File: src/rtl/des_pkg.sv
// ----------------------------------------------------------------------------
// DES package
// Permutation tables, S-boxes and round helpers shared by the DES pipeline.
// ----------------------------------------------------------------------------
package des_pkg;

  localparam int ROUNDS = 16;

  typedef logic [63:0] blk_t;
  typedef logic [47:0] subkey_t;
  typedef logic [55:0] cd_t;

  typedef struct packed {
    logic  mode;
    blk_t  lr;
  } stage_t;

  localparam byte unsigned TAB_IP [64] = '{
    58,50,42,34,26,18,10,2, 60,52,44,36,28,20,12,4,
    62,54,46,38,30,22,14,6, 64,56,48,40,32,24,16,8,
    57,49,41,33,25,17,9,1,  59,51,43,35,27,19,11,3,
    61,53,45,37,29,21,13,5, 63,55,47,39,31,23,15,7};

  localparam byte unsigned TAB_FP [64] = '{
    40,8,48,16,56,24,64,32, 39,7,47,15,55,23,63,31,
    38,6,46,14,54,22,62,30, 37,5,45,13,53,21,61,29,
    36,4,44,12,52,20,60,28, 35,3,43,11,51,19,59,27,
    34,2,42,10,50,18,58,26, 33,1,41,9,49,17,57,25};

  localparam byte unsigned TAB_E [48] = '{
    32,1,2,3,4,5, 4,5,6,7,8,9, 8,9,10,11,12,13, 12,13,14,15,16,17,
    16,17,18,19,20,21, 20,21,22,23,24,25, 24,25,26,27,28,29, 28,29,30,31,32,1};

  localparam byte unsigned TAB_P [32] = '{
    16,7,20,21,29,12,28,17, 1,15,23,26,5,18,31,10,
    2,8,24,14,32,27,3,9,    19,13,30,6,22,11,4,25};

  localparam byte unsigned TAB_PC1 [56] = '{
    57,49,41,33,25,17,9, 1,58,50,42,34,26,18,
    10,2,59,51,43,35,27, 19,11,3,60,52,44,36,
    63,55,47,39,31,23,15, 7,62,54,46,38,30,22,
    14,6,61,53,45,37,29, 21,13,5,28,20,12,4};

  localparam byte unsigned TAB_PC2 [48] = '{
    14,17,11,24,1,5, 3,28,15,6,21,10, 23,19,12,4,26,8, 16,7,27,20,13,2,
    41,52,31,37,47,55, 30,40,51,45,33,48, 44,49,39,56,34,53, 46,42,50,36,29,32};

  localparam byte unsigned TAB_ROT [ROUNDS] = '{1,1,2,2,2,2,2,2,1,2,2,2,2,2,2,1};

  localparam byte unsigned TAB_SBOX [8][64] = '{
    '{14,4,13,1,2,15,11,8,3,10,6,12,5,9,0,7, 0,15,7,4,14,2,13,1,10,6,12,11,9,5,3,8,
      4,1,14,8,13,6,2,11,15,12,9,7,3,10,5,0, 15,12,8,2,4,9,1,7,5,11,3,14,10,0,6,13},
    '{15,1,8,14,6,11,3,4,9,7,2,13,12,0,5,10, 3,13,4,7,15,2,8,14,12,0,1,10,6,9,11,5,
      0,14,7,11,10,4,13,1,5,8,12,6,9,3,2,15, 13,8,10,1,3,15,4,2,11,6,7,12,0,5,14,9},
    '{10,0,9,14,6,3,15,5,1,13,12,7,11,4,2,8, 13,7,0,9,3,4,6,10,2,8,5,14,12,11,15,1,
      13,6,4,9,8,15,3,0,11,1,2,12,5,10,14,7, 1,10,13,0,6,9,8,7,4,15,14,3,11,5,2,12},
    '{7,13,14,3,0,6,9,10,1,2,8,5,11,12,4,15, 13,8,11,5,6,15,0,3,4,7,2,12,1,10,14,9,
      10,6,9,0,12,11,7,13,15,1,3,14,5,2,8,4, 3,15,0,6,10,1,13,8,9,4,5,11,12,7,2,14},
    '{2,12,4,1,7,10,11,6,8,5,3,15,13,0,14,9, 14,11,2,12,4,7,13,1,5,0,15,10,3,9,8,6,
      4,2,1,11,10,13,7,8,15,9,12,5,6,3,0,14, 11,8,12,7,1,14,2,13,6,15,0,9,10,4,5,3},
    '{12,1,10,15,9,2,6,8,0,13,3,4,14,7,5,11, 10,15,4,2,7,12,9,5,6,1,13,14,0,11,3,8,
      9,14,15,5,2,8,12,3,7,0,4,10,1,13,11,6, 4,3,2,12,9,5,15,10,11,14,1,7,6,0,8,13},
    '{4,11,2,14,15,0,8,13,3,12,9,7,5,10,6,1, 13,0,11,7,4,9,1,10,14,3,5,12,2,15,8,6,
      1,4,11,13,12,3,7,14,10,15,6,8,0,5,9,2, 6,11,13,8,1,4,10,7,9,5,0,15,14,2,3,12},
    '{13,2,8,4,6,15,11,1,10,9,3,14,5,0,12,7, 1,15,13,8,10,3,7,4,12,5,6,11,0,14,9,2,
      7,11,4,1,9,12,14,2,0,6,10,13,15,3,5,8, 2,1,14,7,4,10,8,13,15,12,9,0,3,5,6,11}};

  function automatic blk_t perm_ip(input blk_t x);
    blk_t r;
    for (int i = 0; i < 64; i++) r[63-i] = x[64-TAB_IP[i]];
    return r;
  endfunction

  function automatic blk_t perm_fp(input blk_t x);
    blk_t r;
    for (int i = 0; i < 64; i++) r[63-i] = x[64-TAB_FP[i]];
    return r;
  endfunction

  function automatic cd_t perm_pc1(input blk_t x);
    cd_t r;
    for (int i = 0; i < 56; i++) r[55-i] = x[64-TAB_PC1[i]];
    return r;
  endfunction

  function automatic subkey_t perm_pc2(input cd_t x);
    subkey_t r;
    for (int i = 0; i < 48; i++) r[47-i] = x[56-TAB_PC2[i]];
    return r;
  endfunction

  function automatic logic [27:0] rot28(input logic [27:0] x, input int n);
    logic [27:0] r;
    r = x;
    for (int i = 0; i < n; i++) r = {r[26:0], r[27]};
    return r;
  endfunction

  function automatic logic [31:0] feistel(input logic [31:0] rh, input subkey_t k);
    logic [47:0] x;
    logic [5:0]  b;
    logic [31:0] s;
    logic [31:0] p;
    for (int i = 0; i < 48; i++) x[47-i] = rh[32-TAB_E[i]];
    x = x ^ k;
    for (int j = 0; j < 8; j++) begin
      b = x[47-6*j -: 6];
      s[31-4*j -: 4] = TAB_SBOX[j][{b[5], b[0], b[4:1]}][3:0];
    end
    for (int i = 0; i < 32; i++) p[31-i] = s[32-TAB_P[i]];
    return p;
  endfunction

endpackage

File: src/rtl/des_keysched.sv
// ----------------------------------------------------------------------------
// DES key schedule
// Derives the sixteen round keys from the configured key register.
// ----------------------------------------------------------------------------
module des_keysched
  import des_pkg::*;
(
  input  logic    clk,
  input  blk_t    key,
  output subkey_t subkeys [ROUNDS]
);

  cd_t     cd [ROUNDS+1];
  subkey_t sub_r [ROUNDS];

  always_comb begin
    cd[0] = perm_pc1(key);
    for (int i = 0; i < ROUNDS; i++) begin
      cd[i+1] = {rot28(cd[i][55:28], int'(TAB_ROT[i])), rot28(cd[i][27:0], int'(TAB_ROT[i]))};
    end
  end

  always_ff @(posedge clk) begin
    for (int i = 0; i < ROUNDS; i++) sub_r[i] <= perm_pc2(cd[i+1]);
  end

  assign subkeys = sub_r;

endmodule

File: config.mk
export PLATFORM = sky130hd
export DESIGN_NAME = des_keysched
export DESIGN_NICKNAME = d
export VERILOG_FILES = /design/src/rtl/des_pkg.sv /design/src/rtl/des_keysched.sv
export SDC_FILE = /design/constraint.sdc
export NUM_CORES = 1
export LEC_CHECK = 0
export BUFFER_PORTS_ARGS = -buffer_cell sky130_fd_sc_hd__buf_4
export CAP_MARGIN = 10
export CORE_AREA = 2 2 320 322
export CTS_CLUSTER_DIAMETER = 150
export DETAILED_ROUTE_END_ITERATION = 10
export DIE_AREA = 0 0 322 324
export GPL_ROUTABILITY_DRIVEN = 0
export PLACE_DENSITY_LB_ADDON = 0.1
export SYNTH_ARGS = -nofsm -noshare
export SYNTH_HDL_FRONTEND = slang
export SYNTH_SLANG_ARGS = --single-unit
export TNS_END_PERCENT = 5
File: constraint.sdc
create_clock -name clk -period 0.8 [get_ports clk]
set_input_delay 0 -clock clk [delete_from_list [all_inputs] [get_ports clk]]
set_output_delay 0 -clock clk [all_outputs]
set_load 0.1 [all_outputs]
==> Flow_metrics.wiki, run 1 <==
{| class="wikitable"
! Metric !! Value
|-
| Run status || complete, but fails checks
|-
| Violations in the final reports || negative setup slack
|-
| Gate Count Post-Synth || roughly 770
|-
| Arrival time of data at the critical path endpoint || between 1 and 1.5 ns
|-
| Setup repair after global routing missed its margin || yes
|-
| Die footprint || about 100,000 um2
|-
| Setup-failing EPs final || approximately 770
|-
| Remaining global-route overflow || 0
|-
| Synth top area share || 0.827
|-
| Pin count of the biggest net entering global routing || 17
|-
| # nets final || around 1k
|-
| Number of optimization iterations in the first detailed-route pass || 4
|-
| Antenna violations before repair || 0
|-
| Horizontal die dimension || between 300 and 400 um
|-
| Cell type with the highest aggregate area in the netlist || sky130_fd_sc_hd__buf_4
|-
| Average via count per standard cell || about 1.9
|-
| Worst setup endpoint || subkeys[215]
|-
| Synth warnings || 0
|-
| Relative slew slack || 0.806
|-
| Die span in y || around 320 um
|-
| Count of input and output buffers || 824
|-
| Final number of hold-violating endpoints || 0
|-
| TritonCTS buffer count || 5
|-
| Buffers from clock root to sink, at most || 2
|-
| Cell area after synthesis || 6470 um2
|-
| Synth Register Bits || 56
|-
| Hold Path Class || primary input to flop
|-
| Class of the most critical setup path || flop to output port
|-
| Final core utilization || 0.113
|-
| Ratio of cells with drive above 1 in the final layout || 0.940
|-
| Top achievable clock speed || between 800 and 900 MHz
|-
| Worst Setup End Kind || output port
|-
| Highest ir drop seen on vdd || ~0.00074 V
|-
| Leakage dissipation || 0.00536 uW
|-
| I/O pin count || between 800 and 900
|-
| Overall via count from detail_route || between 4k and 5k
|-
| Floorplan Core Area || 101,000 um2
|-
| Mean instance size in the synthesized netlist || about 8.4 um2
|-
| DRC violation count after routing || 0
|-
| Least-Margin Pin Slew || 0.294 ns
|-
| Number of flip-flops in the largest register || 56
|-
| Global-route usage over all layers || 0.0392
|-
| Number of antenna-violating nets in the routed design || 0
|-
| Growth of design area from synthesis to finish || 76.2%
|-
| Least setup slack across all paths after layout || -0.380 ns
|-
| Worst setup SP type || flop
|-
| CP Max Fanout || 5
|-
| Post-route clock period utilization || 1.47
|-
| First-pass GRT wire length || between 20,000 and 30,000 um
|-
| Power density over the cells || ~2300 nW/um2
|-
| Root buffer selected by CTS || sky130_fd_sc_hd__clkbuf_16
|-
| H-tree depth reported by CTS || 2
|-
| Initial standard-cell utilization of the core || 0.0640
|-
| Unique masters post-synth || 2
|-
| Average wire length per cell after detail routing || 10.8 um
|-
| Post-placement setup slack || -0.0495 ns
|-
| Number of max-slew violations in the final report || 0
|-
| MaxCap Viol Count || 0
|-
| Dpl hpwl || roughly 20,000 um
|-
| Post-synthesis net count || 833
|-
| Comb_multi_in || 0
|-
| Post-detailed-routing wire length || around 25,000 um
|-
| Vias in the first global route || between 3k and 4k
|-
| Required time of the critical path || 0.80 ns
|-
| DRT iter0 DRCs || 33
|-
| Total inserted antenna cells || 0
|-
| CTS tree || done
|-
| Clk sink count || 56
|-
| Source of the critical timing path || subkeys[7]
|-
| Crit path time final || about 1.2 ns
|-
| Area of the multi-input gates || 0 um2
|-
| Cell types with the largest area share after synthesis || sky130_fd_sc_hd__buf_4 83%, sky130_fd_sc_hd__dfxtp_1 17%
|-
| Sequential cell area fraction in the yosys report || 0.173
|-
| Row count || around 120
|-
| Clock Pin Slew Worst Setup and Hold Paths || 0.09 ns
|}
-- report_power, final --
group / switching, uW / internal [uW]
clock network: 1510 / 1470
logic: 16200 / 3590
registers: 543 / 2870
total: 18300 / 7940
-- final cells by class --
class	count	area (um2)
tap	1309	1640
clock inverter	3	37.5
clock buffer	5	125
timing repair buffer	900	8260
sequential	56	1330
fill	11600	89600
-- synthesized netlist by cell type (all sizes together) --
cell / number
buf: 712
dfxtp: 56
-- kinds of logic (layout without fill, tap and decap cells) --
group / count (synthesis) / after routing / share of synthesized area
buf+inv: 712 / 908 / 0.827
flops: 56 / 56 / 0.173
-- metrics by stage --
step / hold slack, ns / cells / total power (uW) / TNS [ns] / cell area [um2]
after CTS: 0.220 / 2264 / 26400 / -301.79 / 10700
after global routing: 0.247 / 2273 / 27100 / -302.43 / 11400
after detailed placement: 0.105 / 2192 / 22200 / -0.731 / 9220
after global placement: 0.105 / 2192 / 22300 / -0.495 / 9220
final: 0.282 / 2273 / 26200 / -241.23 / 11400
after floorplan: 0.0277 / 768 / 21100 / -93.40 / 6680
-- placed cells by master, fill, tap and decap left out, drive strengths merged --
cell type | netlist | layout
clkinv | 0 | 2
buf | 712 | 843
bufinv | 0 | 1
dlygate4sd3 | 0 | 56
clkbuf | 0 | 6
dfxtp | 56 | 56
-- worst min path at each step --
stage | startpoint | end | cells after the start
finish | key[60] | subkeys[8] | 2
global route | key[60] | subkeys[8] | 2
CTS | key[60] | subkeys[8] | 2
detailed placement | key[17] | subkeys[21] | 1
global placement | key[6] | subkeys[84] | 1
floorplan | key[25] | subkeys[0] | 0
-- layer usage --
layer | part of all wire | GRT usage
met5 | 0 | 0
met4 | 0.014 | 0.0162
met3 | 0.088 | 0.0142
met2 | 0.62 | 0.0829
met1 | 0.28 | 0.0314
-- worst max-delay path: stages, from the launching register on --
cell and delay [ns]:
sky130_fd_sc_hd__dfxtp_4 0.38, sky130_fd_sc_hd__buf_12 0.15, sky130_fd_sc_hd__buf_12 0.12, sky130_fd_sc_hd__buf_12 0.16
-- what timing repair did --
| item | in CTS | in global routing |
|---|---|---|
| gates resized for setup | 145 | 140 |
| endpoints found under the setup margin | 768 | 768 |
| buffers inserted | 8 | 8 |
| hold buffers | 56 | 0 |
| cloned | 0 | 1 |
| hold endpoints to repair | 56 | 0 |
Power figures use the tool's default switching activity.
==> run 2, diff against run 1 <==
--- a/config.mk
+++ b/config.mk
@@ -7,10 +7,10 @@
 export LEC_CHECK = 0
 export BUFFER_PORTS_ARGS = -buffer_cell sky130_fd_sc_hd__buf_4
 export CAP_MARGIN = 10
-export CORE_AREA = 2 2 320 322
+export CORE_AREA = 2 2 324 326
 export CTS_CLUSTER_DIAMETER = 150
 export DETAILED_ROUTE_END_ITERATION = 10
-export DIE_AREA = 0 0 322 324
+export DIE_AREA = 0 0 326 328
 export GPL_ROUTABILITY_DRIVEN = 0
 export PLACE_DENSITY_LB_ADDON = 0.1
 export SYNTH_ARGS = -nofsm -noshare
==> constraint.sdc (replaced) <==
create_clock -name clk -period 1.1 [get_ports clk]
set_input_delay 0 -clock clk [delete_from_list [all_inputs] [get_ports clk]]
set_output_delay 0 -clock clk [all_outputs]
set_load 0.1 [all_outputs]
==> Flow_metrics.wiki, run 2 (synthesis gave the netlist of run 1 again) <==
{| class="wikitable"
! Metric !! Value
|-
| Post-route clock period utilization || 1.07
|-
| Post-Place Cells || 2,266 (+3.4%)
|-
| Arrival time of data at the critical path endpoint || 1.17 ns (about the same)
|-
| Highest layer used for signal routing || met4
|-
| H-tree depth reported by CTS || 2 (unchanged)
|-
| Setup-failing EPs final || 632 (-18%)
|-
| Dpl hpwl || 20,200 um (+0.35%)
|-
| Die footprint || 107,000 um2 (+2.5%)
|-
| Largest stage delay on the critical path || 0.48 ns (+0.10 ns)
|-
| Highest ir drop seen on vdd || 0.000564 V (-24%)
|-
| Clk sink count || 56 (unchanged)
|-
| Antenna violations before repair || 1 (+1)
|-
| Source of the critical timing path || subkeys[34]
|-
| Hold Path Origin || key[5]
|-
| Number of flip-flops in the largest register || 56 (unchanged)
|-
| Final number of hold-violating endpoints || 0 (unchanged)
|-
| Met3 layer wire length in the routed design || 2380 um (+10%)
|-
| Least-Margin Pin Slew || 0.319 ns (+0.0253 ns)
|-
| CTS tree || done
|-
| Run status || complete, but fails checks
|-
| Top achievable clock speed || between 800 and 900 MHz
|-
| TritonCTS buffer count || 5 (unchanged)
|-
| Class of the most critical setup path || flop to output port
|-
| Setup repair after global routing missed its margin || yes
|-
| Area of the multi-input gates || 0 um2 (unchanged)
|-
| Hold Path Class || primary input to flop
|-
| CP Max Fanout || 13 (+8)
|-
| Root buffer selected by CTS || sky130_fd_sc_hd__clkbuf_16
|-
| Post-route worst hold slack || 0.280 ns (-0.00225 ns)
|-
| Average wire length per cell after detail routing || 10.8 um (-0.48%)
|-
| Category of cells accounting for the largest share of critical-path delay || flip-flops
|-
| Remaining global-route overflow || 0 (unchanged)
|-
| Comb_multi_in || 0 (unchanged)
|-
| Number of buffer and inverter instances along the worst setup path || 1 (-2)
|-
| Row count || 118 (+0.85%)
|-
| I/O pin count || 833 (unchanged)
|-
| Filler instances || 11.7k (+0.76%)
|-
| Post-detailed-routing wire length || 25,500 um (+3.3%)
|-
| Die span in y || 328 um (+1.2%)
|-
| Cell-by-cell trace of the critical path || buf_4
|-
| Pin count of the biggest net entering global routing || 17 (unchanged)
|-
| Number of stages on the worst setup path || 1 (-2)
|-
| Relative slew slack || 0.789 (-0.0167)
|-
| Flip-flop and latch area || 1320 um2 (-0.75%)
|-
| Least setup slack across all paths after layout || -0.0739 ns (+0.306 ns)
|-
| DRT iter0 DRCs || 38 (+15%)
|-
| # nets final || 1,043 (+1.5%)
|-
| Number of max-slew violations in the final report || 0 (unchanged)
|-
| Global-route usage over all layers || 0.0422 (+0.00298)
|-
| Violations in the final reports || negative setup slack
|-
| Met1 wire length || 7380 um (+7.1%)
|-
| Leakage dissipation || 0.00618 uW (+15%)
|-
| Final cell count without fillers || 2,360 (+3.8%)
|-
| Required time of the critical path || 1.10 ns (+0.30 ns)
|-
| Number of optimization iterations in the first detailed-route pass || 4 (unchanged)
|-
| Hold depth || 2 (unchanged)
|-
| Power consumption || 19,900 uW (-24%)
|-
| Most frequent cells in the layout || 444 x sky130_fd_sc_hd__buf_6, 254 x sky130_fd_sc_hd__buf_4, 138 x sky130_fd_sc_hd__buf_12, 56 x sky130_fd_sc_hd__dlygate4sd3_1, 52 x sky130_fd_sc_hd__dfxtp_4
|-
| Clock Pin Slew Worst Setup and Hold Paths || 0.09 ns (about the same)
|-
| First-pass GRT wire length || 32,200 um (+15%)
|-
| MaxCap Viol Count || 0 (unchanged)
|-
| Average via count per standard cell || 1.92 (+1.7%)
|-
| Number of antenna-violating nets in the routed design || 0 (unchanged)
|-
| Master of the slowest instance on the critical path || sky130_fd_sc_hd__dfxtp_4
|-
| Horizontal die dimension || 326 um (+1.2%)
|-
| DR WL met2 || 15,400 um (+0.88%)
|-
| DRC violation count after routing || 0 (unchanged)
|-
| Initial standard-cell utilization of the core || 0.0627 (-0.00136)
|-
| Worst setup SP type || flop
|-
| Buffers from clock root to sink, at most || 2 (unchanged)
|-
| Overall via count from detail_route || 4,525 (+5.6%)
|-
| Growth of design area from synthesis to finish || 113%
|-
| Floorplan Core Area || 103,000 um2 (+2.2%)
|-
| Power density over the cells || 1450 nW/um2 (-37%)
|-
| Count of input and output buffers || 824 (unchanged)
|-
| Aggregate negative setup slack || -18.12 ns (+223.12 ns)
|-
| Vias in the first global route || 4,321 (+22%)
|-
| Worst Setup End Kind || output port
|-
| Crit path time final || 1.17 ns
|-
| Most common cell after layout, fill and taps aside || sky130_fd_sc_hd__buf_6
|-
| Ratio of cells with drive above 1 in the final layout || 0.943 (+0.00296)
|}
-- run 2: what timing repair did --
item / CTS / global route
cloned: 1 / 0
endpoints found under the hold margin: 56 / 0
hold buffers: 56 / 0
pin swaps: 0 / 0
gates resized for setup: 646 / 258
endpoints found under the setup margin: 768 / 768
setup buffers: 11 / 17
-- run 2: layout make-up --
type / instances / share of cell area
sequential: 56 / 0.0958
clock inverter: 2 / 0.000726
tap: 1380 / 0.125
timing repair buffer: 915 / 0.768
clock buffer: 6 / 0.0101
antenna: 1 / 0.000182
-- run 2: metrics by stage --
stage | util | worst slack [ns] | area, um2
after floorplan | - | -0.0474 | 6570
final | 0.134 | -0.0739 | 13800
after global routing | 0.134 | -0.153 | 13800
after detailed placement | 0.0895 | 0.178 | 9240
after global placement | 0.0895 | 0.171 | 9240
after CTS | 0.122 | -0.144 | 12600
-- run 2: per-layer routing --
| metal | vias up | track usage |
|---|---|---|
| met4 | 0 | 0.0132 |
| met2 | 403 | 0.0847 |
| met1 | 2096 | 0.0375 |
| met5 | - | 0 |
| li1 | 2019 | - |
| met3 | 7 | 0.0174 |
-- run 2: final timing paths --
check / end / slack [ns]
setup / recovery: subkeys[280] / -0.07
hold / removal: subkeys[46] / 0.28
-- run 2: where the power goes --
part / switching [uW] / internal, uW
logic: 11900 / 3410
registers: 473 / 2090
clock network: 1120 / 914
