File: config.mk
export PLATFORM = sky130hd
export DESIGN_NAME = des_round
export DESIGN_NICKNAME = d
export VERILOG_FILES = /design/src/rtl/des_pkg.sv /design/src/rtl/des_round.sv
export SDC_FILE = /design/constraint.sdc
export NUM_CORES = 1
export LEC_CHECK = 0
export ABC_CLOCK_PERIOD_IN_PS = 3200
export BUFFER_PORTS_ARGS = -buffer_cell sky130_fd_sc_hd__clkbuf_2
export CAP_MARGIN = 40
export CORE_AREA = 2 2 157 159
export CTS_CLUSTER_DIAMETER = 50
export DETAILED_ROUTE_END_ITERATION = 7
export DIE_AREA = 0 0 159 161
export MAX_ROUTING_LAYER = met4
export PLACE_DENSITY_LB_ADDON = 0.05
export SLEW_MARGIN = 20
export SYNTH_ARGS = -nofsm -noshare
export SYNTH_HDL_FRONTEND = slang
export SYNTH_SLANG_ARGS = --single-unit
File: constraint.sdc
create_clock -name clk -period 3.2 [get_ports clk]
set_input_delay 0.16 -clock clk [delete_from_list [all_inputs] [get_ports clk]]
set_output_delay 0.16 -clock clk [all_outputs]
set_load 0.1 [all_outputs]
File: src/rtl/des_pkg.sv
// ----------------------------------------------------------------------------
// DES package
// Permutation tables, S-boxes and round helpers shared by the DES pipeline.
// ----------------------------------------------------------------------------
package des_pkg;

  localparam int ROUNDS = 16;

  typedef logic [63:0] blk_t;
  typedef logic [47:0] subkey_t;
  typedef logic [55:0] cd_t;

  typedef struct packed {
    logic  mode;
    blk_t  lr;
  } stage_t;

  localparam byte unsigned TAB_IP [64] = '{
    58,50,42,34,26,18,10,2, 60,52,44,36,28,20,12,4,
    62,54,46,38,30,22,14,6, 64,56,48,40,32,24,16,8,
    57,49,41,33,25,17,9,1,  59,51,43,35,27,19,11,3,
    61,53,45,37,29,21,13,5, 63,55,47,39,31,23,15,7};

  localparam byte unsigned TAB_FP [64] = '{
    40,8,48,16,56,24,64,32, 39,7,47,15,55,23,63,31,
    38,6,46,14,54,22,62,30, 37,5,45,13,53,21,61,29,
    36,4,44,12,52,20,60,28, 35,3,43,11,51,19,59,27,
    34,2,42,10,50,18,58,26, 33,1,41,9,49,17,57,25};

  localparam byte unsigned TAB_E [48] = '{
    32,1,2,3,4,5, 4,5,6,7,8,9, 8,9,10,11,12,13, 12,13,14,15,16,17,
    16,17,18,19,20,21, 20,21,22,23,24,25, 24,25,26,27,28,29, 28,29,30,31,32,1};

  localparam byte unsigned TAB_P [32] = '{
    16,7,20,21,29,12,28,17, 1,15,23,26,5,18,31,10,
    2,8,24,14,32,27,3,9,    19,13,30,6,22,11,4,25};

  localparam byte unsigned TAB_PC1 [56] = '{
    57,49,41,33,25,17,9, 1,58,50,42,34,26,18,
    10,2,59,51,43,35,27, 19,11,3,60,52,44,36,
    63,55,47,39,31,23,15, 7,62,54,46,38,30,22,
    14,6,61,53,45,37,29, 21,13,5,28,20,12,4};

  localparam byte unsigned TAB_PC2 [48] = '{
    14,17,11,24,1,5, 3,28,15,6,21,10, 23,19,12,4,26,8, 16,7,27,20,13,2,
    41,52,31,37,47,55, 30,40,51,45,33,48, 44,49,39,56,34,53, 46,42,50,36,29,32};

  localparam byte unsigned TAB_ROT [ROUNDS] = '{1,1,2,2,2,2,2,2,1,2,2,2,2,2,2,1};

  localparam byte unsigned TAB_SBOX [8][64] = '{
    '{14,4,13,1,2,15,11,8,3,10,6,12,5,9,0,7, 0,15,7,4,14,2,13,1,10,6,12,11,9,5,3,8,
      4,1,14,8,13,6,2,11,15,12,9,7,3,10,5,0, 15,12,8,2,4,9,1,7,5,11,3,14,10,0,6,13},
    '{15,1,8,14,6,11,3,4,9,7,2,13,12,0,5,10, 3,13,4,7,15,2,8,14,12,0,1,10,6,9,11,5,
      0,14,7,11,10,4,13,1,5,8,12,6,9,3,2,15, 13,8,10,1,3,15,4,2,11,6,7,12,0,5,14,9},
    '{10,0,9,14,6,3,15,5,1,13,12,7,11,4,2,8, 13,7,0,9,3,4,6,10,2,8,5,14,12,11,15,1,
      13,6,4,9,8,15,3,0,11,1,2,12,5,10,14,7, 1,10,13,0,6,9,8,7,4,15,14,3,11,5,2,12},
    '{7,13,14,3,0,6,9,10,1,2,8,5,11,12,4,15, 13,8,11,5,6,15,0,3,4,7,2,12,1,10,14,9,
      10,6,9,0,12,11,7,13,15,1,3,14,5,2,8,4, 3,15,0,6,10,1,13,8,9,4,5,11,12,7,2,14},
    '{2,12,4,1,7,10,11,6,8,5,3,15,13,0,14,9, 14,11,2,12,4,7,13,1,5,0,15,10,3,9,8,6,
      4,2,1,11,10,13,7,8,15,9,12,5,6,3,0,14, 11,8,12,7,1,14,2,13,6,15,0,9,10,4,5,3},
    '{12,1,10,15,9,2,6,8,0,13,3,4,14,7,5,11, 10,15,4,2,7,12,9,5,6,1,13,14,0,11,3,8,
      9,14,15,5,2,8,12,3,7,0,4,10,1,13,11,6, 4,3,2,12,9,5,15,10,11,14,1,7,6,0,8,13},
    '{4,11,2,14,15,0,8,13,3,12,9,7,5,10,6,1, 13,0,11,7,4,9,1,10,14,3,5,12,2,15,8,6,
      1,4,11,13,12,3,7,14,10,15,6,8,0,5,9,2, 6,11,13,8,1,4,10,7,9,5,0,15,14,2,3,12},
    '{13,2,8,4,6,15,11,1,10,9,3,14,5,0,12,7, 1,15,13,8,10,3,7,4,12,5,6,11,0,14,9,2,
      7,11,4,1,9,12,14,2,0,6,10,13,15,3,5,8, 2,1,14,7,4,10,8,13,15,12,9,0,3,5,6,11}};

  function automatic blk_t perm_ip(input blk_t x);
    blk_t r;
    for (int i = 0; i < 64; i++) r[63-i] = x[64-TAB_IP[i]];
    return r;
  endfunction

  function automatic blk_t perm_fp(input blk_t x);
    blk_t r;
    for (int i = 0; i < 64; i++) r[63-i] = x[64-TAB_FP[i]];
    return r;
  endfunction

  function automatic cd_t perm_pc1(input blk_t x);
    cd_t r;
    for (int i = 0; i < 56; i++) r[55-i] = x[64-TAB_PC1[i]];
    return r;
  endfunction

  function automatic subkey_t perm_pc2(input cd_t x);
    subkey_t r;
    for (int i = 0; i < 48; i++) r[47-i] = x[56-TAB_PC2[i]];
    return r;
  endfunction

  function automatic logic [27:0] rot28(input logic [27:0] x, input int n);
    logic [27:0] r;
    r = x;
    for (int i = 0; i < n; i++) r = {r[26:0], r[27]};
    return r;
  endfunction

  function automatic logic [31:0] feistel(input logic [31:0] rh, input subkey_t k);
    logic [47:0] x;
    logic [5:0]  b;
    logic [31:0] s;
    logic [31:0] p;
    for (int i = 0; i < 48; i++) x[47-i] = rh[32-TAB_E[i]];
    x = x ^ k;
    for (int j = 0; j < 8; j++) begin
      b = x[47-6*j -: 6];
      s[31-4*j -: 4] = TAB_SBOX[j][{b[5], b[0], b[4:1]}][3:0];
    end
    for (int i = 0; i < 32; i++) p[31-i] = s[32-TAB_P[i]];
    return p;
  endfunction

endpackage

File: src/rtl/des_round.sv
// ----------------------------------------------------------------------------
// DES round stage
// One Feistel round with its pipeline register and valid bit.
// ----------------------------------------------------------------------------
module des_round
  import des_pkg::*;
(
  input  logic    clk,
  input  logic    rst_n,
  input  logic    adv,
  input  logic    vld_in,
  input  stage_t  din,
  input  subkey_t k_enc,
  input  subkey_t k_dec,
  output logic    vld_out,
  output stage_t  dout
);

  logic    vld_r;
  stage_t  data_r;
  stage_t  data_nxt;
  subkey_t k;

  always_comb begin
    k = din.mode ? k_dec : k_enc;
    data_nxt.mode = din.mode;
    data_nxt.lr = {din.lr[31:0], din.lr[63:32] ^ feistel(din.lr[31:0], k)};
  end

  always_ff @(posedge clk) begin
    if (!rst_n) begin
      vld_r <= 1'b0;
    end else if (adv) begin
      vld_r <= vld_in;
    end
  end

  always_ff @(posedge clk) begin
    if (adv) begin
      data_r <= data_nxt;
    end
  end

  assign vld_out = vld_r;
  assign dout    = data_r;

endmodule

==> summary.md, run 1 <==
| Metric | Value |
|---|---|
| Status | complete, no violations |
| Cells after Synth | 873 |
| Ratio of cells with drive above 1 in the final layout | a little under a third |
| Hold_ws | ~17 ps |
| Synth warnings | 0 |
| CP startpoint kind | primary input |
| RSZ-0062 raised after global routing | false |
| Antenna viol nets, final | 0 |
| DRT Pass-1 Iters | 5 |
| EDFF count, synth | 65 |
| Finish-stage setup viols | 0 |
| Vias/cell | 5.21 |
| Hold_buf cts | 1 |
| Initial Util | 34.2% |
| Pwr per Cell Area | 540 nW/µm² |
| Row Count | 57 |
| Slowest cell on the critical path | mux4_2 |
| Leading cell types in the layout, fill and taps excluded | clkbuf_2 (228), mux2i_1 (87), nand2_1 (82), xnor2_1 (66), edfxtp_1 (65) |
| Crit end category | register |
| Register area share after synthesis | 24.1% |
| Dpl hpwl | approximately 18000 µm |
| Filler Cell Count | 2416 |
| Final Net Count | about 1400 |
| Ys flop type | edfxtp_1 |
| Vias | approximately 7600 |
| Initial antenna violation count | 0 |
| Min-delay worst type | primary input to register |
| Worst path cell trace | buf_4 -> buf_12 -> mux2i_1 -> xnor2_2 -> ha_1 -> mux4_2 -> nor2_1 -> a311oi_1 -> a31oi_1 -> xor2_1 |
| H-tree Lvls | 3 |
| Crit Path Class | primary input to register |
| Clock Tree Root | clkbuf_16 |
| Worst-path clk slew | ~70 ps |
| Crit path time final | 2650 ps |
| Mapped cell area | just over 8000 µm² |
| Leak | between 0.004 and 0.005 µW |
| Rel. slew slack | 48.8% |
| WL/cell | around 16 µm |
| Input/output buffers | 230 |
| WP data required | 3290 ps |
| Total power | ~5600 µW |
| CTS tree | done |
| Setup ws final | approximately 550 ps |
| Final WL | around 24000 µm |
| Slowest stage delay, CP | ~530 ps |
| Final hold violation count | 0 |
| Period utilisation layout | 82.8% |
| Iteration-0 DRC Markers | ~380 |
| Clk sinks | 66 |
| Post_cts resized | 0 |
| Fmax | 378 MHz |
| Max Transition Viols Final | 0 |
| Number of global-route vias before repair | roughly 7200 |
| Max FO, Critical Path | 13 |
| Clk_lat worst skew | roughly 340 ps |
| Worst-margin pin slew | between 700 and 800 ps |
| Synthesized flop and latch total | between 60 and 70 |
| Boundary Pins | around 230 |
| Final weighted congestion in routability-driven placement | 0.848 |
| DP Worst Slack | between 150 and 200 ps |
| Synth async-reset ratio | 0% |
| Synthesized Nets | between 1000 and 1500 |
| CTS max path bufs | 2 |
| Max IR drop VDD | a little under 300 µV |
| Antenna diodes | 0 |
| Largest net degree at the start of global routing | 40 |
| Layout Area Growth over Synthesis | 25.5% |
| Congestion Overflow GR | 0 |
| Overall Global Routing Usage | between 10% and 20% |
| Most common cell after layout, fill and taps aside | clkbuf_2 |
| Core box area | approximately 24000 µm² |
| Area of the die | 25600 µm² |
| Mean Syn Cell Area | roughly 9.4 µm² |
| Largest delay share family, worst path | multiplexers |
| Unique masters post-synth | 75 |
| DIE WIDTH | 159 µm |
| Worst Skew | 0 ps |
| Chip Height | 161 µm |
| CP arrival | 2740 ps |
| First-pass GRT wire length | approximately 38000 µm |
| MaxCap Viol Count | 0 |
| DRC Markers | 0 |
| Final setup TNS | 0 ps |
| TritonCTS Buffers | 9 |
| Post-CTS Setup Repair Bufs | 0 |
| WP buf/inv | 2 |
## state kept, by name, summed over array words and instances (netlist names)
name     cells
vld_out      1
dout        65
## where the power goes
part | switching, µW | total, µW | leakage (µW) | internal, µW
registers | 36.5 | 1180 | 0.000644 | 1140
clock network | 410 | 930 | 0.000128 | 520
logic | 2350 | 3450 | 0.00370 | 1100
total | 2800 | 5560 | 0.00447 | 2760
## cells in the mapped netlist (8+ instances only)
library cell | number | area, µm²
buf_2 | 23 | 115
inv_1 | 23 | 86.3
xnor2_1 | 67 | 587
a31oi_1 | 16 | 100
edfxtp_1 | 65 | 1950
o221ai_1 | 10 | 87.6
o22ai_1 | 12 | 75.1
a211oi_1 | 21 | 158
mux2i_1 | 87 | 871
ha_1 | 62 | 776
nand2_1 | 82 | 308
xor2_2 | 8 | 130
mux2_2 | 8 | 90.1
o31ai_1 | 10 | 75.1
o211ai_1 | 27 | 203
nand3_1 | 18 | 90.1
nor2_1 | 58 | 218
xnor2_2 | 13 | 211
xor2_1 | 34 | 298
a21oi_1 | 26 | 130
clkbuf_1 | 15 | 56.3
o21ai_0 | 29 | 145
nor3_1 | 26 | 130
a311oi_1 | 10 | 87.6
## through the flow
step	area, µm²	utilization, %	cells
3_3_place_gp	9950	41.5	1436
6_report	10300	42.9	1459
2_1_floorplan	8200	-	873
5_1_grt	10300	42.9	1459
3_5_place_dp	10000	41.7	1440
4_1_cts	10300	42.8	1457
## logic make-up after synthesis
group | Yosys count | share of synthesized area, %
XOR/XNOR | 123 | 15.3
flip-flops | 66 | 24.1
AO/OA/AOI/OAI | 221 | 19.6
AND/OR/NAND/NOR | 208 | 11.0
buffers and inverters | 80 | 4.82
multiplexers | 111 | 15.6
adder cells (fa/ha/maj) | 64 | 9.71
## layer usage
layer | up-vias | GRT usage (%) | share of wire (%)
met4 | 0 | 4.50 | 1.2
met2 | 264 | 29.8 | 46
met3 | 21 | 3.11 | 5.7
met1 | 3514 | 25.4 | 47
li1 | 3799 | - | -
met5 | - | - | 0
## cell type report
type / count / area, µm² / share of cell area (%)
tap: 324 / 405 / 3.94
multi-input combinational: 727 / 5840 / 56.8
inverter: 31 / 119 / 1.16
clock inverter: 4 / 18.8 / 0.182
sequential: 66 / 1970 / 19.2
timing repair buffer: 295 / 1700 / 16.5
clock buffer: 12 / 236 / 2.30
## path summary, 6_finish.rpt
path / start / to / slack (ps) / cells past startpoint
worst min register to register: vld_out / vld_out / 520 / 2
worst max-delay path: din[64] / dout[18] / 550 / 10
worst max register to register: vld_out / vld_out / 2620 / 2
worst min-delay path: din[5] / dout[37] / 20 / 1
## worst reg2reg max path: cells and delay by family (launching register included)
kind | cells | cell delay (ps)
DFF | 1 | 310
muxes | 1 | 120
and+or+nand+nor | 1 | 60
(Power assumes the default switching activity.)
==> run 2, diff against run 1 <==
--- a/config.mk
+++ b/config.mk
@@ -5,7 +5,7 @@
 export SDC_FILE = /design/constraint.sdc
 export NUM_CORES = 1
 export LEC_CHECK = 0
-export ABC_CLOCK_PERIOD_IN_PS = 3200
+export ABC_CLOCK_PERIOD_IN_PS = 2400
 export BUFFER_PORTS_ARGS = -buffer_cell sky130_fd_sc_hd__clkbuf_2
 export CAP_MARGIN = 40
 export CORE_AREA = 2 2 157 159
==> constraint.sdc (replaced) <==
create_clock -name clk -period 2.4 [get_ports clk]
set_input_delay 0.12 -clock clk [delete_from_list [all_inputs] [get_ports clk]]
set_output_delay 0.12 -clock clk [all_outputs]
set_load 0.1 [all_outputs]
==> summary.md, run 2 (synthesized netlist as in run 1, its figures left out) <==
| Metric | Value |
|---|---|
| Final weighted congestion in routability-driven placement | between 0.8 and 0.9 |
| Hold Path Stages | 1 |
| DRC Markers | 0 |
| Max Transition Viols Final | 0 |
| DP Area | roughly 11000 µm² |
| CTS tree | done |
| CP startpoint kind | primary input |
| Final WL | roughly 25000 µm |
| Max IR drop VDD | between 300 and 400 µV |
| Leak | around 0.0053 µW |
| Internal Power | ~4200 µW |
| Area of the die | around 26000 µm² |
| Fin area | around 12000 µm² |
| DRT Pass-1 Iters | 5 |
| CTS max path bufs | 2 |
| Crit Path Class | primary input to register |
| Most common cell after layout, fill and taps aside | clkbuf_2 |
| Number of flip-flops in the largest register | 65 |
| Initial antenna violation count | 0 |
| RSZ-0062 raised after global routing | false |
| Rel. slew slack | around 56% |
| Worst r2r src | vld_out |
| Vias/cell | roughly 5 |
| Final setup TNS | 0 ps |
| Chip Height | between 150 and 200 µm |
| Layout Area Growth over Synthesis | 43.0% |
| Worst-path clk slew | 60 ps |
| Psw | about 3800 µW |
| Clk sinks | 66 |
| CP arrival | 2330 ps |
| MaxCap Viol Count | 0 |
| Post-CTS Setup Repair Bufs | 0 |
| Clock Tree Root | clkbuf_16 |
| WP data required | about 2500 ps |
| Hold EP | dout[54] |
| Max FO, Critical Path | 9 |
| First-pass GRT wire length | 40900 µm |
| Dpl hpwl | slightly above 20000 µm |
| Leading cell types in the layout, fill and taps excluded | clkbuf_2 (228), buf_4 (208), mux2i_1 (84), nand2_1 (82), edfxtp_1 (65) |
| Antenna viol nets, final | 0 |
| Hold_ws | 14.4 ps |
| Vias | approximately 8000 |
| Worst-case reg-to-reg path depth | 2 |
| WL/cell | ~15 µm |
| Slowest stage delay, CP | ~500 ps |
| Ratio of cells with drive above 1 in the final layout | 41.3% |
| DIE WIDTH | roughly 160 µm |
| Overall Global Routing Usage | between 20% and 30% |
| Final Net Count | approximately 1500 |
| Input/output buffers | 230 |
| Slowest cell on the critical path | mux4_2 |
| Crit path launch | din[64] |
| Dpl cells | 1595 |
| Period utilisation layout | a little over 90% |
| Clock network power share | about 15% |
| Boundary Pins | about 230 |
| Sw frac | between 40% and 50% |
| R2r endpoint | vld_out |
| H-tree Lvls | 3 |
| Comb pwr share | 65.4% |
| Antenna diodes | 0 |
| Hold path startpoint | din[22] |
| Row Count | between 50 and 60 |
| Final hold violation count | 0 |
| Core box area | about 24000 µm² |
| Worst-margin pin slew | between 600 and 700 ps |
| Crit end category | register |
| Min-delay worst type | primary input to register |
| Iteration-0 DRC Markers | between 300 and 400 |
| Congestion Overflow GR | 0 |
| Total power | roughly 8000 µW |
| Flop pwr share | 19.7% |
| TritonCTS Buffers | 9 |
| Status | complete, no violations |
| Largest net degree at the start of global routing | 37 |
| Worst Skew | 0 ps |
| Pwr per Cell Area | around 680 nW/µm² |
| Worst path cell trace | buf_4 -> buf_12 -> mux2i_1 -> xnor2_2 -> ha_1 -> mux4_2 -> nor2_1 -> o21ai_0 -> o221ai_1 -> xnor2_1 |
| Initial Util | approximately 34% |
| Crit path time final | about 2200 ps |
| Fin cells | approximately 1600 |
| Fmax | around 450 MHz |
| Number of global-route vias before repair | slightly above 8000 |
| Finish-stage setup viols | 0 |
| Clk_lat worst skew | 330 ps |
| Worst R2R Setup Slack | roughly 1800 ps |
## run 2: cell types whose count changed in the layout (fill, tap and decap cells not counted), sizes merged
| cell | before | now |
|---|---|---|
| buf | 65 | 219 |
| dlygate4sd3 | 1 | 6 |
| clkbuf | 241 | 237 |
| clkinvlp | 0 | 1 |
## run 2: cell type report
cell class              instances  area [µm²]
fillers                      2367       12200
multi-input cells             727        5990
repair buffers                453        2980
flip-flops and latches         66        1970
well taps                     324         405
clock buffers                   9         225
inverters                      31         120
clock inverters                 5        23.8
## run 2: routing by layer
layer,share of wire (%),global-route usage (%),vias to the layer above
met3,4.5,2.59,23
li1,-,-,4106
met4,1.8,6.07,0
met1,45,25.3,3747
met5,0,-,-
met2,48,34.0,226
## run 2: through the flow
stage / util, % / worst slack, ps
final: 48.9 / 164
after global routing: 48.9 / 0.185
after CTS: 48.8 / 91.8
after detailed placement: 47.5 / -203
after global placement: 47.5 / -201
after floorplan: - / -286
## run 2: how the worst max path moves through the flow
stage / to / slack [ps] / cells past startpoint
final: dout[20] / 160 / 10
after global routing: dout[6] / 0.2 / 13
after CTS: dout[20] / 90 / 8
after detailed placement: dout[20] / -200 / 10
after global placement: dout[1] / -200 / 11
after floorplan: dout[12] / -290 / 13
## run 2: timing repair
action                     CTS  global route
hold buffers                 6             0
resized for setup            0             4
setup endpoints to repair    0             4
hold endpoints to repair     6             0
## run 2: worst max-delay path, delay by kind of cell
family | cells | cell delay, ps
buffers and inverters | 2 | 290
adders and majority gates | 1 | 410
and+or+nand+nor | 1 | 160
xor gates and xnor gates | 2 | 480
muxes | 2 | 640
AOI/OAI and AO/OA | 2 | 210
## run 2: power groups by stage
stage	sequential [µW]	combinational (µW)	clock [µW]
4_1_cts	1570	5240	1250
3_5_place_dp	1600	5210	0
5_1_grt	1590	5640	1280
2_1_floorplan	2950	2300	0
6_report	1570	5230	1200
3_3_place_gp	1600	5220	0
==> run 3, diff against run 2 <==
--- a/config.mk
+++ b/config.mk
@@ -5,13 +5,14 @@
 export SDC_FILE = /design/constraint.sdc
 export NUM_CORES = 1
 export LEC_CHECK = 0
+export ABC_AREA = 1
 export ABC_CLOCK_PERIOD_IN_PS = 2400
 export BUFFER_PORTS_ARGS = -buffer_cell sky130_fd_sc_hd__clkbuf_2
 export CAP_MARGIN = 40
-export CORE_AREA = 2 2 157 159
+export CORE_AREA = 2 2 164 166
 export CTS_CLUSTER_DIAMETER = 50
 export DETAILED_ROUTE_END_ITERATION = 7
-export DIE_AREA = 0 0 159 161
+export DIE_AREA = 0 0 166 168
 export MAX_ROUTING_LAYER = met4
 export PLACE_DENSITY_LB_ADDON = 0.05
 export SLEW_MARGIN = 20
==> summary.md, run 3 <==
| Metric | Value |
|---|---|
| Final setup TNS | 0 ps |
| H-tree Lvls | 3 |
| CTS tree | done |
| Area of the die | between 20000 and 30000 µm² |
| Iteration-0 DRC Markers | 583 |
| Worst r2r src | vld_out |
| Hold EP | dout[54] |
| Number of global-route vias before repair | 9766 |
| CTS max path bufs | 2 |
| DRC Markers | 0 |
| CP startpoint kind | primary input |
| Max FO, Critical Path | 5 |
| Synth async-reset ratio | 0% |
| Hold_buf cts | 17 |
| Crit path top cell by count | nand2_1 |
| TritonCTS Buffers | 9 |
| Ratio of cells with drive above 1 in the final layout | between 10% and 20% |
| Crit path time final | roughly 2100 ps |
| Synthesized flop and latch total | 66 |
| Boundary Pins | roughly 230 |
| WP buf/inv | 4 |
| WP data required | roughly 2500 ps |
| Hold path startpoint | din[22] |
| Finish-stage setup viols | 0 |
| Core box area | ~26000 µm² |
| DIE WIDTH | 166 µm |
| Final weighted congestion in routability-driven placement | 0.960 |
| MaxCap Viol Count | 0 |
| Post-CTS Setup Repair Bufs | 0 |
| Unique masters post-synth | 21 |
| Antenna viol nets, final | 0 |
| Largest delay share family, worst path | buffers and inverters |
| Slowest cell on the critical path | dlygate4sd3_1 |
| Post-synth top cells | nand2_1 (739), nand3_1 (415), inv_1 (178), edfxtp_1 (65), ha_1 (62) |
| Layout Area Growth over Synthesis | 23.6% |
| Overall Global Routing Usage | about 22% |
| Slowest stage delay, CP | approximately 530 ps |
| Clock Tree Root | clkbuf_16 |
| First-pass GRT wire length | between 40000 and 50000 µm |
| Synth area leader | nand2_1 |
| Crit end category | register |
| Worst-case reg-to-reg path depth | 3 |
| RSZ-0062 raised after global routing | false |
| Fmax | 482 MHz |
| Top post-synthesis cells by area | nand2_1 (31%), nand3_1 (23%), edfxtp_1 (22%), ha_1 (8.6%), inv_1 (7.4%) |
| Pwr per Cell Area | roughly 600 nW/µm² |
| Mean Syn Cell Area | about 5.7 µm² |
| Cells after Synth | ~1600 |
| Ys flop type | edfxtp_1 |
| WL/cell | between 10 and 15 µm |
| Mapped cell area | about 9000 µm² |
| Congestion Overflow GR | 0 |
| Max Transition Viols Final | 0 |
| CP arrival | between 2000 and 2500 ps |
| Vias | between 10000 and 15000 |
| Worst Skew | 0 ps |
| Number of flip-flops in the largest register | 65 |
| Final Net Count | a little over 2000 |
| Clk sinks | 66 |
| Most common cell after layout, fill and taps aside | nand2_1 |
| Share of the synthesized area in the top cell type | between 30 and 40% |
| Vias/cell | 4.89 |
| EDFF count, synth | between 60 and 70 |
| Clk_lat worst skew | approximately 350 ps |
| Input/output buffers | 230 |
| Hold_ws | 5.28 ps |
| Filler Cell Count | 2838 |
| DRT Pass-1 Iters | 5 |
| Leading cell types in the layout, fill and taps excluded | nand2_1 (739), nand3_1 (415), clkbuf_2 (228), inv_1 (178), edfxtp_1 (65) |
| Final WL | about 30000 µm |
| Crit Path Class | primary input to register |
| Max IR drop VDD | a little over 300 µV |
| Initial Util | between 30% and 40% |
| Min-delay worst type | primary input to register |
| Final hold violation count | 0 |
| Worst path cell trace | dlygate4sd3_1 -> clkbuf_2 -> inv_1 -> nand3_1 -> nand2_1 -> ha_1 -> inv_1 -> nand2_1 -> o21ai_0 -> nand2_1 -> nand3_1 -> nand3_1 -> nand2_1 -> nand2_1 -> nand2_1 |
| Row Count | 60 |
| Status | complete, no violations |
| Synth warnings | 0 |
| Register area share after synthesis | between 20 and 25% |
| Worst-path clk slew | around 70 ps |
| Initial antenna violation count | 3 |
| Rel. slew slack | just over 60% |
| Worst-margin pin slew | just under 600 ps |
| Period utilisation layout | between 80% and 90% |
| Leak | 0.00648 µW |
| Chip Height | 168 µm |
| R2r endpoint | vld_out |
| Post_cts resized | 0 |
| Largest net degree at the start of global routing | 42 |
| Hold Path Stages | 1 |
| Worst R2R Setup Slack | between 1000 and 1500 ps |
| Synthesized Nets | about 1800 |
| Dpl hpwl | 23300 µm |
| Most common cell in the netlist | nand2_1 |
run 3: cell families after synthesis:
family | after synthesis | synth area share, %
compound gates | 29 | 1.60
xor+xnor | 11 | 1.81
fa+ha+maj | 62 | 8.58
buf+inv | 229 | 10.5
flops | 66 | 21.8
simple gates | 1187 | 55.7
run 3: final cells by class:
class	instances	area, µm²	area share [%]
multi-input combinational	1289	6120	54.7
sequential	66	1970	17.6
timing repair buffer	287	1690	15.1
inverter	184	691	6.18
tap	341	427	3.82
clock buffer	13	240	2.15
clock inverter	3	40.0	0.358
antenna	3	7.51	0.0671
run 3: worst register-to-register path, cell delays in order (launching register included):
cell and delay, ps:
dfxtp_1 310, o21ai_0 150, a21oi_1 60, dlygate4sd3_1 570
run 3: worst max-delay path by stage:
stage | from | cells after the start | end
floorplan | din[64] | 17 | dout[25]
global placement | din[64] | 16 | dout[25]
detailed placement | din[64] | 16 | dout[25]
CTS | din[4] | 15 | dout[25]
global route | din[4] | 15 | dout[20]
finish | din[4] | 15 | dout[25]
run 3: per-stage QoR:
| step | setup slack (ps) | power [µW] | cells | util [%] | area, µm² |
|---|---|---|---|---|---|
| floorplan | 374 | 4290 | 1584 | - | 9040 |
| global placement | 78.9 | 5140 | 2150 | 40.7 | 10700 |
| detailed placement | 55.5 | 5130 | 2150 | 40.7 | 10700 |
| CTS | 347 | 6590 | 2183 | 42.4 | 11200 |
| global route | 127 | 7020 | 2186 | 42.4 | 11200 |
| finish | 324 | 6540 | 2186 | 42.4 | 11200 |
run 3: layer usage:
| metal | up-vias | global-route usage, % | wire length (µm) |
|---|---|---|---|
| met2 | 340 | 35.4 | 13700 |
| met3 | 30 | 3.78 | 1710 |
| met1 | 4711 | 27.6 | 13800 |
| li1 | 5612 | - | - |
| met5 | - | - | 0 |
| met4 | 0 | 5.41 | 480 |
run 3: power breakdown:
part | switching (µW) | internal, µW | total [µW]
logic | 2670 | 974 | 3640
registers | 42.2 | 1450 | 1490
clock network | 601 | 806 | 1410
